`config.mk`:
```
export PLATFORM = sky130hd
export DESIGN_NAME = hpl_ctrl
export DESIGN_NICKNAME = d
export VERILOG_FILES = /design/src/rtl/hpl_pkg.sv /design/src/rtl/hpl_ctrl.sv
export SDC_FILE = /design/constraint.sdc
export NUM_CORES = 1
export LEC_CHECK = 0
export ABC_AREA = 1
export CAP_MARGIN = 10
export CORE_ASPECT_RATIO = 1.2
export CORE_UTILIZATION = 56
export CTS_CLUSTER_DIAMETER = 100
export DETAILED_ROUTE_END_ITERATION = 12
export DONT_BUFFER_PORTS = 1
export PLACE_DENSITY = 0.72
export SYNTH_ARGS = -nofsm -noshare
export SYNTH_HDL_FRONTEND = slang
export SYNTH_SLANG_ARGS = --single-unit
```
`constraint.sdc`:
```
create_clock -name clk -period 1.37 [get_ports clk]
set_clock_uncertainty 0.05 [all_clocks]
set_input_delay 0.3425 -clock clk [delete_from_list [all_inputs] [get_ports clk]]
set_output_delay 0.3425 -clock clk [all_outputs]
set_load 0.05 [all_outputs]
```
`src/rtl/hpl_pkg.sv`:
```
`timescale 1ns / 1ps
`default_nettype none
// ----------------------------------------------------------------------------
// hpl_pkg
// Types, constants and the arctangent table for the path length block.
// ----------------------------------------------------------------------------
package hpl_pkg;

  localparam int CORDIC_STEPS_DEF = 24;
  localparam int SUM_BITS_DEF     = 40;

  localparam int RADIUS_W = 23;
  localparam int LAT_W    = 31;
  localparam int LON_W    = 32;
  localparam int LEN_W    = 40;
  localparam int R100_W   = 30;

  localparam int ANG_W = 36;
  localparam int XY_W  = 35;
  localparam int VAL_W = 34;
  localparam int MUL_W = 34;
  localparam int PRD_W = 68;
  localparam int H_W   = 31;
  localparam int SQ_W  = 64;
  localparam int SEG_W = 32;

  localparam logic [R100_W-1:0] RADIUS100_RESET = 30'd637100000;

  localparam logic signed [ANG_W-1:0] PI_Q      = 36'sd3373259426;
  localparam logic signed [ANG_W-1:0] TWO_PI_Q  = 36'sd6746518852;
  localparam logic signed [ANG_W-1:0] HALF_PI_Q = 36'sd1686629713;
  localparam logic signed [XY_W-1:0]  GAIN_Q    = 35'sd652032874;
  localparam logic signed [MUL_W-1:0] DEG_TO_RAD = 34'sd4024455254;
  localparam logic [H_W-1:0]          Q_ONE     = 31'h4000_0000;
  localparam logic [SQ_W-1:0]         SQ_BIT_TOP = 64'h4000_0000_0000_0000;

  typedef struct packed {
    logic signed [LAT_W-1:0] lat_e7;
    logic signed [LON_W-1:0] lon_e7;
    logic                    last_point;
  } hpl_in_t;

  typedef struct packed {
    logic [LEN_W-1:0] length_cm;
    logic             saturated;
  } hpl_out_t;

  typedef enum logic [4:0] {
    ST_IDLE, ST_RAD0, ST_RAD1, ST_RAD2, ST_RAD3, ST_RAD4,
    ST_SC_LD, ST_SC_PREP, ST_SC_RUN, ST_SC_WB,
    ST_M0, ST_M1, ST_M2, ST_M3, ST_M4, ST_H,
    ST_SQ_LD, ST_SQ_RUN, ST_SQ_WB,
    ST_AT_LD, ST_AT_RUN, ST_AT_WB,
    ST_SEG0, ST_SEG1, ST_ACC, ST_UPD
  } state_t;

  typedef enum logic [3:0] {
    MUL_NONE, MUL_PLAT, MUL_PLON, MUL_CLAT, MUL_CLON,
    MUL_C1C2, MUL_SLSL, MUL_SPSP, MUL_T1T2, MUL_RANG
  } mul_op_t;

  typedef enum logic [3:0] {
    WB_NONE, WB_P1, WB_L1, WB_P2, WB_L2,
    WB_T1, WB_T2, WB_T3, WB_T4, WB_SEG
  } wb_t;

  typedef struct packed {
    logic       accept;
    mul_op_t    mul;
    wb_t        wb;
    logic       sc_load;
    logic       sc_prep;
    logic       at_load;
    logic       cordic_run;
    logic       sc_wb;
    logic       at_wb;
    logic       h_load;
    logic       sq_load;
    logic       sq_run;
    logic       sq_wb;
    logic       acc;
    logic       upd;
    logic       emit;
    logic [1:0] sel;
  } hpl_cmd_t;

  typedef struct packed {
    logic have_prev;
    logic last;
    logic cordic_last;
    logic sqrt_last;
    logic can_emit;
  } hpl_sts_t;

  function automatic logic [29:0] atan_q30(input logic [4:0] i);
    logic [29:0] v;
    case (i)
      5'd0:  v = 30'd843314856;
      5'd1:  v = 30'd497837829;
      5'd2:  v = 30'd263043836;
      5'd3:  v = 30'd133525158;
      5'd4:  v = 30'd67021686;
      5'd5:  v = 30'd33543515;
      5'd6:  v = 30'd16775850;
      5'd7:  v = 30'd8388437;
      5'd8:  v = 30'd4194282;
      5'd9:  v = 30'd2097149;
      5'd10: v = 30'd1048575;
      5'd11: v = 30'd524287;
      5'd12: v = 30'd262143;
      5'd13: v = 30'd131071;
      5'd14: v = 30'd65535;
      5'd15: v = 30'd32767;
      5'd16: v = 30'd16383;
      5'd17: v = 30'd8191;
      5'd18: v = 30'd4095;
      5'd19: v = 30'd2047;
      5'd20: v = 30'd1023;
      5'd21: v = 30'd511;
      5'd22: v = 30'd255;
      5'd23: v = 30'd127;
      5'd24: v = 30'd63;
      5'd25: v = 30'd31;
      5'd26: v = 30'd15;
      5'd27: v = 30'd7;
      5'd28: v = 30'd3;
      5'd29: v = 30'd1;
      default: v = 30'd0;
    endcase
    return v;
  endfunction

endpackage
`default_nettype wire

```
`src/rtl/hpl_ctrl.sv`:
```
`timescale 1ns / 1ps
`default_nettype none
// ----------------------------------------------------------------------------
// hpl_ctrl
// Sequencer: steps the datapath through one segment and the final update.
// ----------------------------------------------------------------------------
module hpl_ctrl (
  input  wire logic              clk,
  input  wire logic              rst,
  input  wire logic              in_valid,
  output logic                   in_stall,
  input  hpl_pkg::hpl_sts_t      sts,
  output hpl_pkg::hpl_cmd_t      cmd
);

  hpl_pkg::state_t state, state_next;
  logic [1:0] sel, sel_next;

  always_ff @(posedge clk) begin
    if (rst) begin
      state <= hpl_pkg::ST_IDLE;
      sel   <= 2'd0;
    end else begin
      state <= state_next;
      sel   <= sel_next;
    end
  end

  always_comb begin
    state_next = state;
    sel_next   = sel;
    cmd        = '0;
    cmd.mul    = hpl_pkg::MUL_NONE;
    cmd.wb     = hpl_pkg::WB_NONE;
    cmd.sel    = sel;
    in_stall   = (state != hpl_pkg::ST_IDLE);
    case (state)
      hpl_pkg::ST_IDLE: begin
        sel_next = 2'd0;
        if (in_valid) begin
          cmd.accept = 1'b1;
          state_next = sts.have_prev ? hpl_pkg::ST_RAD0 : hpl_pkg::ST_UPD;
        end
      end
      hpl_pkg::ST_RAD0: begin
        cmd.mul = hpl_pkg::MUL_PLAT;
        state_next = hpl_pkg::ST_RAD1;
      end
      hpl_pkg::ST_RAD1: begin
        cmd.mul = hpl_pkg::MUL_PLON;
        cmd.wb  = hpl_pkg::WB_P1;
        state_next = hpl_pkg::ST_RAD2;
      end
      hpl_pkg::ST_RAD2: begin
        cmd.mul = hpl_pkg::MUL_CLAT;
        cmd.wb  = hpl_pkg::WB_L1;
        state_next = hpl_pkg::ST_RAD3;
      end
      hpl_pkg::ST_RAD3: begin
        cmd.mul = hpl_pkg::MUL_CLON;
        cmd.wb  = hpl_pkg::WB_P2;
        state_next = hpl_pkg::ST_RAD4;
      end
      hpl_pkg::ST_RAD4: begin
        cmd.wb = hpl_pkg::WB_L2;
        state_next = hpl_pkg::ST_SC_LD;
      end
      hpl_pkg::ST_SC_LD: begin
        cmd.sc_load = 1'b1;
        state_next = hpl_pkg::ST_SC_PREP;
      end
      hpl_pkg::ST_SC_PREP: begin
        cmd.sc_prep = 1'b1;
        state_next = hpl_pkg::ST_SC_RUN;
      end
      hpl_pkg::ST_SC_RUN: begin
        cmd.cordic_run = 1'b1;
        if (sts.cordic_last) begin
          state_next = hpl_pkg::ST_SC_WB;
        end
      end
      hpl_pkg::ST_SC_WB: begin
        cmd.sc_wb = 1'b1;
        sel_next = sel + 2'd1;
        state_next = (sel == 2'd3) ? hpl_pkg::ST_M0 : hpl_pkg::ST_SC_LD;
      end
      hpl_pkg::ST_M0: begin
        cmd.mul = hpl_pkg::MUL_C1C2;
        state_next = hpl_pkg::ST_M1;
      end
      hpl_pkg::ST_M1: begin
        cmd.mul = hpl_pkg::MUL_SLSL;
        cmd.wb  = hpl_pkg::WB_T1;
        state_next = hpl_pkg::ST_M2;
      end
      hpl_pkg::ST_M2: begin
        cmd.mul = hpl_pkg::MUL_SPSP;
        cmd.wb  = hpl_pkg::WB_T2;
        state_next = hpl_pkg::ST_M3;
      end
      hpl_pkg::ST_M3: begin
        cmd.mul = hpl_pkg::MUL_T1T2;
        cmd.wb  = hpl_pkg::WB_T4;
        state_next = hpl_pkg::ST_M4;
      end
      hpl_pkg::ST_M4: begin
        cmd.wb = hpl_pkg::WB_T3;
        state_next = hpl_pkg::ST_H;
      end
      hpl_pkg::ST_H: begin
        cmd.h_load = 1'b1;
        sel_next = 2'd0;
        state_next = hpl_pkg::ST_SQ_LD;
      end
      hpl_pkg::ST_SQ_LD: begin
        cmd.sq_load = 1'b1;
        state_next = hpl_pkg::ST_SQ_RUN;
      end
      hpl_pkg::ST_SQ_RUN: begin
        cmd.sq_run = 1'b1;
        if (sts.sqrt_last) begin
          state_next = hpl_pkg::ST_SQ_WB;
        end
      end
      hpl_pkg::ST_SQ_WB: begin
        cmd.sq_wb = 1'b1;
        sel_next = sel + 2'd1;
        state_next = (sel == 2'd1) ? hpl_pkg::ST_AT_LD : hpl_pkg::ST_SQ_LD;
      end
      hpl_pkg::ST_AT_LD: begin
        cmd.at_load = 1'b1;
        state_next = hpl_pkg::ST_AT_RUN;
      end
      hpl_pkg::ST_AT_RUN: begin
        cmd.cordic_run = 1'b1;
        if (sts.cordic_last) begin
          state_next = hpl_pkg::ST_AT_WB;
        end
      end
      hpl_pkg::ST_AT_WB: begin
        cmd.at_wb = 1'b1;
        state_next = hpl_pkg::ST_SEG0;
      end
      hpl_pkg::ST_SEG0: begin
        cmd.mul = hpl_pkg::MUL_RANG;
        state_next = hpl_pkg::ST_SEG1;
      end
      hpl_pkg::ST_SEG1: begin
        cmd.wb = hpl_pkg::WB_SEG;
        state_next = hpl_pkg::ST_ACC;
      end
      hpl_pkg::ST_ACC: begin
        cmd.acc = 1'b1;
        state_next = hpl_pkg::ST_UPD;
      end
      hpl_pkg::ST_UPD: begin
        // on the last point, hold until the output register is free
        if (!sts.last || sts.can_emit) begin
          cmd.upd  = 1'b1;
          cmd.emit = sts.last;
          state_next = hpl_pkg::ST_IDLE;
        end
      end
      default: begin
        state_next = hpl_pkg::ST_IDLE;
      end
    endcase
  end

endmodule
`default_nettype wire

```
==> impl_metrics.py, run 1 <==
metrics = {
    "status": {
        "status": "did not finish",
        "lastStage": "3_5_place_dp",
        "tool.error": "[ERROR DPL-0038] Utilization greater than 100%, impossible to legalize",
    },
    "synth": {
        "netlist-cell-type-count": 20,
        "ys_top_cells_by_count": "nand2_1, nand3_1, inv_1",
        "post-synth-top-area-cell": "nand2_1",
        "synth.avg_cell_area_um2": 5.47,
        "synth_top_area_share": 0.175,
        "syn-num-nets": 175,
        "yosys-top-cells-area": "nand2_1, dfxtp_1, nand3_1",
        "ys_ff_latch": 7,
        "yosysWarnings": 0,
        "synthMostInstantiatedCell": "nand2_1",
        "synth_edf_count": 0,
        "postSynthCellCount": 165,
        "yosys_most_used_dff": "dfxtp_1",
        "yosysSeqAreaShare": 0.155,
        "synth.cell_area_um2": 902,
        "synthArstFlopShare": 0,
    },
    "place": {
        "port-buffer-count": 0,
        "place.gp.congestion": 1.01,
    },
    "die": {
        "die_y_um": 46.0,
        "start_util": 0.616,
        "io_pins": 33,
        "row_count": 15,
        "die_x_um": 38.6,
    },
}
==> per-stage QoR <==
stage          instances  worst slack (ns)  hold WS [ns]  instance area [um^2]
3_3_place_gp         229            -0.173         0.356                  1550
2_1_floorplan        165            -0.322         0.352                  1080
==> cells by family after synthesis <==
| family | after synthesis | synth area share |
|---|---|---|
| simple gates | 112 | 0.605 |
| buf+inv | 31 | 0.135 |
| compound gates | 13 | 0.0777 |
| flops | 7 | 0.155 |
| fa+ha+maj | 2 | 0.0277 |
==> run 2, diff against run 1 <==
--- a/config.mk
+++ b/config.mk
@@ -7,12 +7,11 @@
 export LEC_CHECK = 0
 export ABC_AREA = 1
 export CAP_MARGIN = 10
-export CORE_ASPECT_RATIO = 1.2
-export CORE_UTILIZATION = 56
-export CTS_CLUSTER_DIAMETER = 100
+export CORE_AREA = 2 2 63 65
 export DETAILED_ROUTE_END_ITERATION = 12
+export DIE_AREA = 0 0 65 67
 export DONT_BUFFER_PORTS = 1
-export PLACE_DENSITY = 0.72
+export PLACE_DENSITY_LB_ADDON = 0.15
 export SYNTH_ARGS = -nofsm -noshare
 export SYNTH_HDL_FRONTEND = slang
 export SYNTH_SLANG_ARGS = --single-unit
==> constraint.sdc (replaced) <==
create_clock -name clk -period 1.8 [get_ports clk]
set_clock_uncertainty 0.05 [all_clocks]
set_input_delay 0.45 -clock clk [delete_from_list [all_inputs] [get_ports clk]]
set_output_delay 0.45 -clock clk [all_outputs]
set_load 0.05 [all_outputs]
==> impl_metrics.py, run 2 <==
metrics = {
    "routing": {
        "wl_per_cell_um": 14.0,
        "drcViolationCount": 0,
        "dr.pass1.iters": 4,
        "drt_iter0_drc": 55,
        "wl_um": 3880,
        "viasPerCell": 4.90,
        "drtAntennaViolNets": 0,
        "vias": 1357,
    },
    "timing": {
        "finalHoldViolations": 0,
        "worst_slew_pin_slew_ns": 0.356,
        "rsz0062_at_grt": "yes",
        "maxSlewViolCount": 0,
        "post-route-min-period_ns": 1.89,
        "setup_tns_ns": -0.696,
        "setup_viol": 12,
        "fin_crit_sh": 1.05,
        "maxSlewHeadroom": 0.760,
        "setup_ws_ns": -0.0927,
        "clock.fmax_ghz": 0.528,
    },
    "clock_tree": {
        "cts_tree": "yes",
        "numClockSinks": 7,
        "cts_max_path_buffers": 2,
        "clk_pin_slew_ns": 0.04,
        "cts_buffers": 3,
        "clkLatencyLatePin_ns": 0.23,
        "cts_htree_levels": 1,
        "clockRootBuffer": "clkbuf_8",
        "cts-hold-fix-buffers": 0,
    },
    "power": {
        "power_density_nw_per_um2": 1490,
        "power_mw": 2.95,
        "leakage_nw": 1.00,
        "ir_worst_vdd_uv": 604,
    },
    "synth": {
        "syn-num-nets": 175,
        "yosys_most_used_dff": "dfxtp_1",
        "synth_top_area_share": 0.175,
        "ys_top_cells_by_count": "nand2_1, nand3_1, inv_1",
        "synth.avg_cell_area_um2": 5.47,
        "synthArstFlopShare": 0,
        "yosysSeqAreaShare": 0.155,
        "netlist-cell-type-count": 20,
        "synth-xor-area-share": 0,
        "yosysWarnings": 0,
        "post-synth-top-area-cell": "nand2_1",
        "muxShareOfSynthArea": 0,
        "yosys-top-cells-area": "nand2_1, dfxtp_1, nand3_1",
        "synth_compound_area_frac": 0.0777,
        "synthMostInstantiatedCell": "nand2_1",
        "synthSimpleGateAreaFrac": 0.605,
        "ys_ff_latch": 7,
        "synth_edf_count": 0,
        "postSynthCellCount": 165,
        "synth.cell_area_um2": 902,
        "synth_adder_area_share": 0.0277,
        "synth_top_family_by_area": "simple AND/OR/NAND/NOR gates",
    },
    "worst_setup_path": {
        "crit_start": "state[2]$_SDFFE_PP0P_",
        "end_kind": "output port",
        "cp_data_arrival_time_ns": 1.39,
        "critical_path_class": "reg2out",
        "crit_fanout": 6,
        "required_ns": 1.30,
        "startpoint_type": "flop",
        "r2r_start": "state[3]$_SDFFE_PP0P_",
    },
    "die": {
        "die_y_um": 67,
        "start_util": 0.250,
        "design.core.area_um2": 3610,
        "row_count": 22,
        "die_x_um": 65,
        "die_area_um2": 4360,
        "io_pins": 33,
    },
    "cells_and_area": {
        "largest_register": "state",
        "fillers": 327,
        "final_common_cell": "buf_4",
        "final_nets": 240,
        "diodes": 0,
        "final_cell_mix": "buf_4, nand2_1, nor2_1",
        "drive_gt1_frac": 0.581,
        "reg_top3": "state x5, sel x2",
        "synthToLayoutAreaGrowth_pct": 119,
        "largest_reg_flops": 5,
    },
    "global_routing": {
        "antenna_found_initial": 0,
        "grt_pass1_vias": 1246,
        "grt_use_total": 0.161,
        "grt_max_degree": 10,
        "grt_pass1_wl_um": 5530,
        "grt_overflow_total": 0,
    },
    "status": {
        "failed_checks": "setup timing",
        "status": "finished, violations left",
    },
    "hold_path": {
        "min_from": "rst",
        "hold_class": "in2reg",
    },
    "run": {
        "cap_violations": 0,
    },
    "place": {
        "place.gp.congestion": 0.892,
        "dp_hpwl_um": 2560,
        "port-buffer-count": 0,
    },
}
[run 2: metrics by stage]
| stage | setup WS, ns | util | hold WS [ns] | area (um^2) | std cells |
|---|---|---|---|---|---|
| after global placement | -0.0185 | 0.380 | 0.475 | 1370 | 239 |
| after detailed placement | -0.0102 | 0.380 | 0.472 | 1370 | 239 |
| after global routing | -0.145 | 0.548 | 0.226 | 1980 | 277 |
| final | -0.0927 | 0.548 | 0.235 | 1980 | 277 |
| after floorplan | -0.146 | - | 0.462 | 942 | 165 |
| after CTS | -0.0602 | 0.470 | 0.232 | 1700 | 262 |
[run 2: critical path: stages (launching register included)]
cell     delay (ns)
dfxtp_4        0.37
buf_6          0.13
nor2_4         0.22
nand3_2        0.14
nand4_1        0.13
buf_6          0.17
[run 2: path summary, 6_finish.rpt]
check	to	slack, ns	cells after the start
setup / recovery	cmd[20]	-0.09	5
hold / removal	state[1]$_SDFFE_PP0P_	0.23	1
setup reg to reg	state[2]$_SDFFE_PP0P_	0.10	11
hold reg to reg	sel[1]$_SDFFE_PP0P_	0.64	3
[run 2: where the power goes]
group / switching, mW / internal (mW)
Sequential: 0.105 / 0.223
Combinational: 1.40 / 1.00
Clock: 0.0692 / 0.150
[run 2: logic make-up (layout without fill, tap and decap cells)]
group,after synthesis,in the layout
AOI/OAI and AO/OA,13,13
adders and majority gates,2,2
buffers and inverters,31,94
DFF,7,7
and+or+nand+nor,112,113
[run 2: layout make-up]
cell class,instances,area (um^2),area share
Clock inverter,1,5.00,0.00253
Tap cell,48,60.1,0.0304
Sequential cell,7,159,0.0804
Timing Repair Buffer,61,713,0.361
Multi-Input combinational cell,128,872,0.441
Inverter,29,126,0.0639
Clock buffer,3,41.3,0.0209
[run 2: what timing repair did]
item,CTS,global route
gates cloned,1,0
setup endpoints to repair,22,23
pin swaps,13,16
gates resized for setup,39,47
buffers inserted,18,16
[run 2: layer usage]
layer	wire length, um	up-vias	track usage	part of all wire
met5	0	-	0	0
met4	80	0	0.0612	0.021
met3	239	9	0.0389	0.062
met2	2150	60	0.299	0.55
met1	1410	627	0.174	0.36
li1	-	661	-	-
Power figures use the tool's default switching activity.
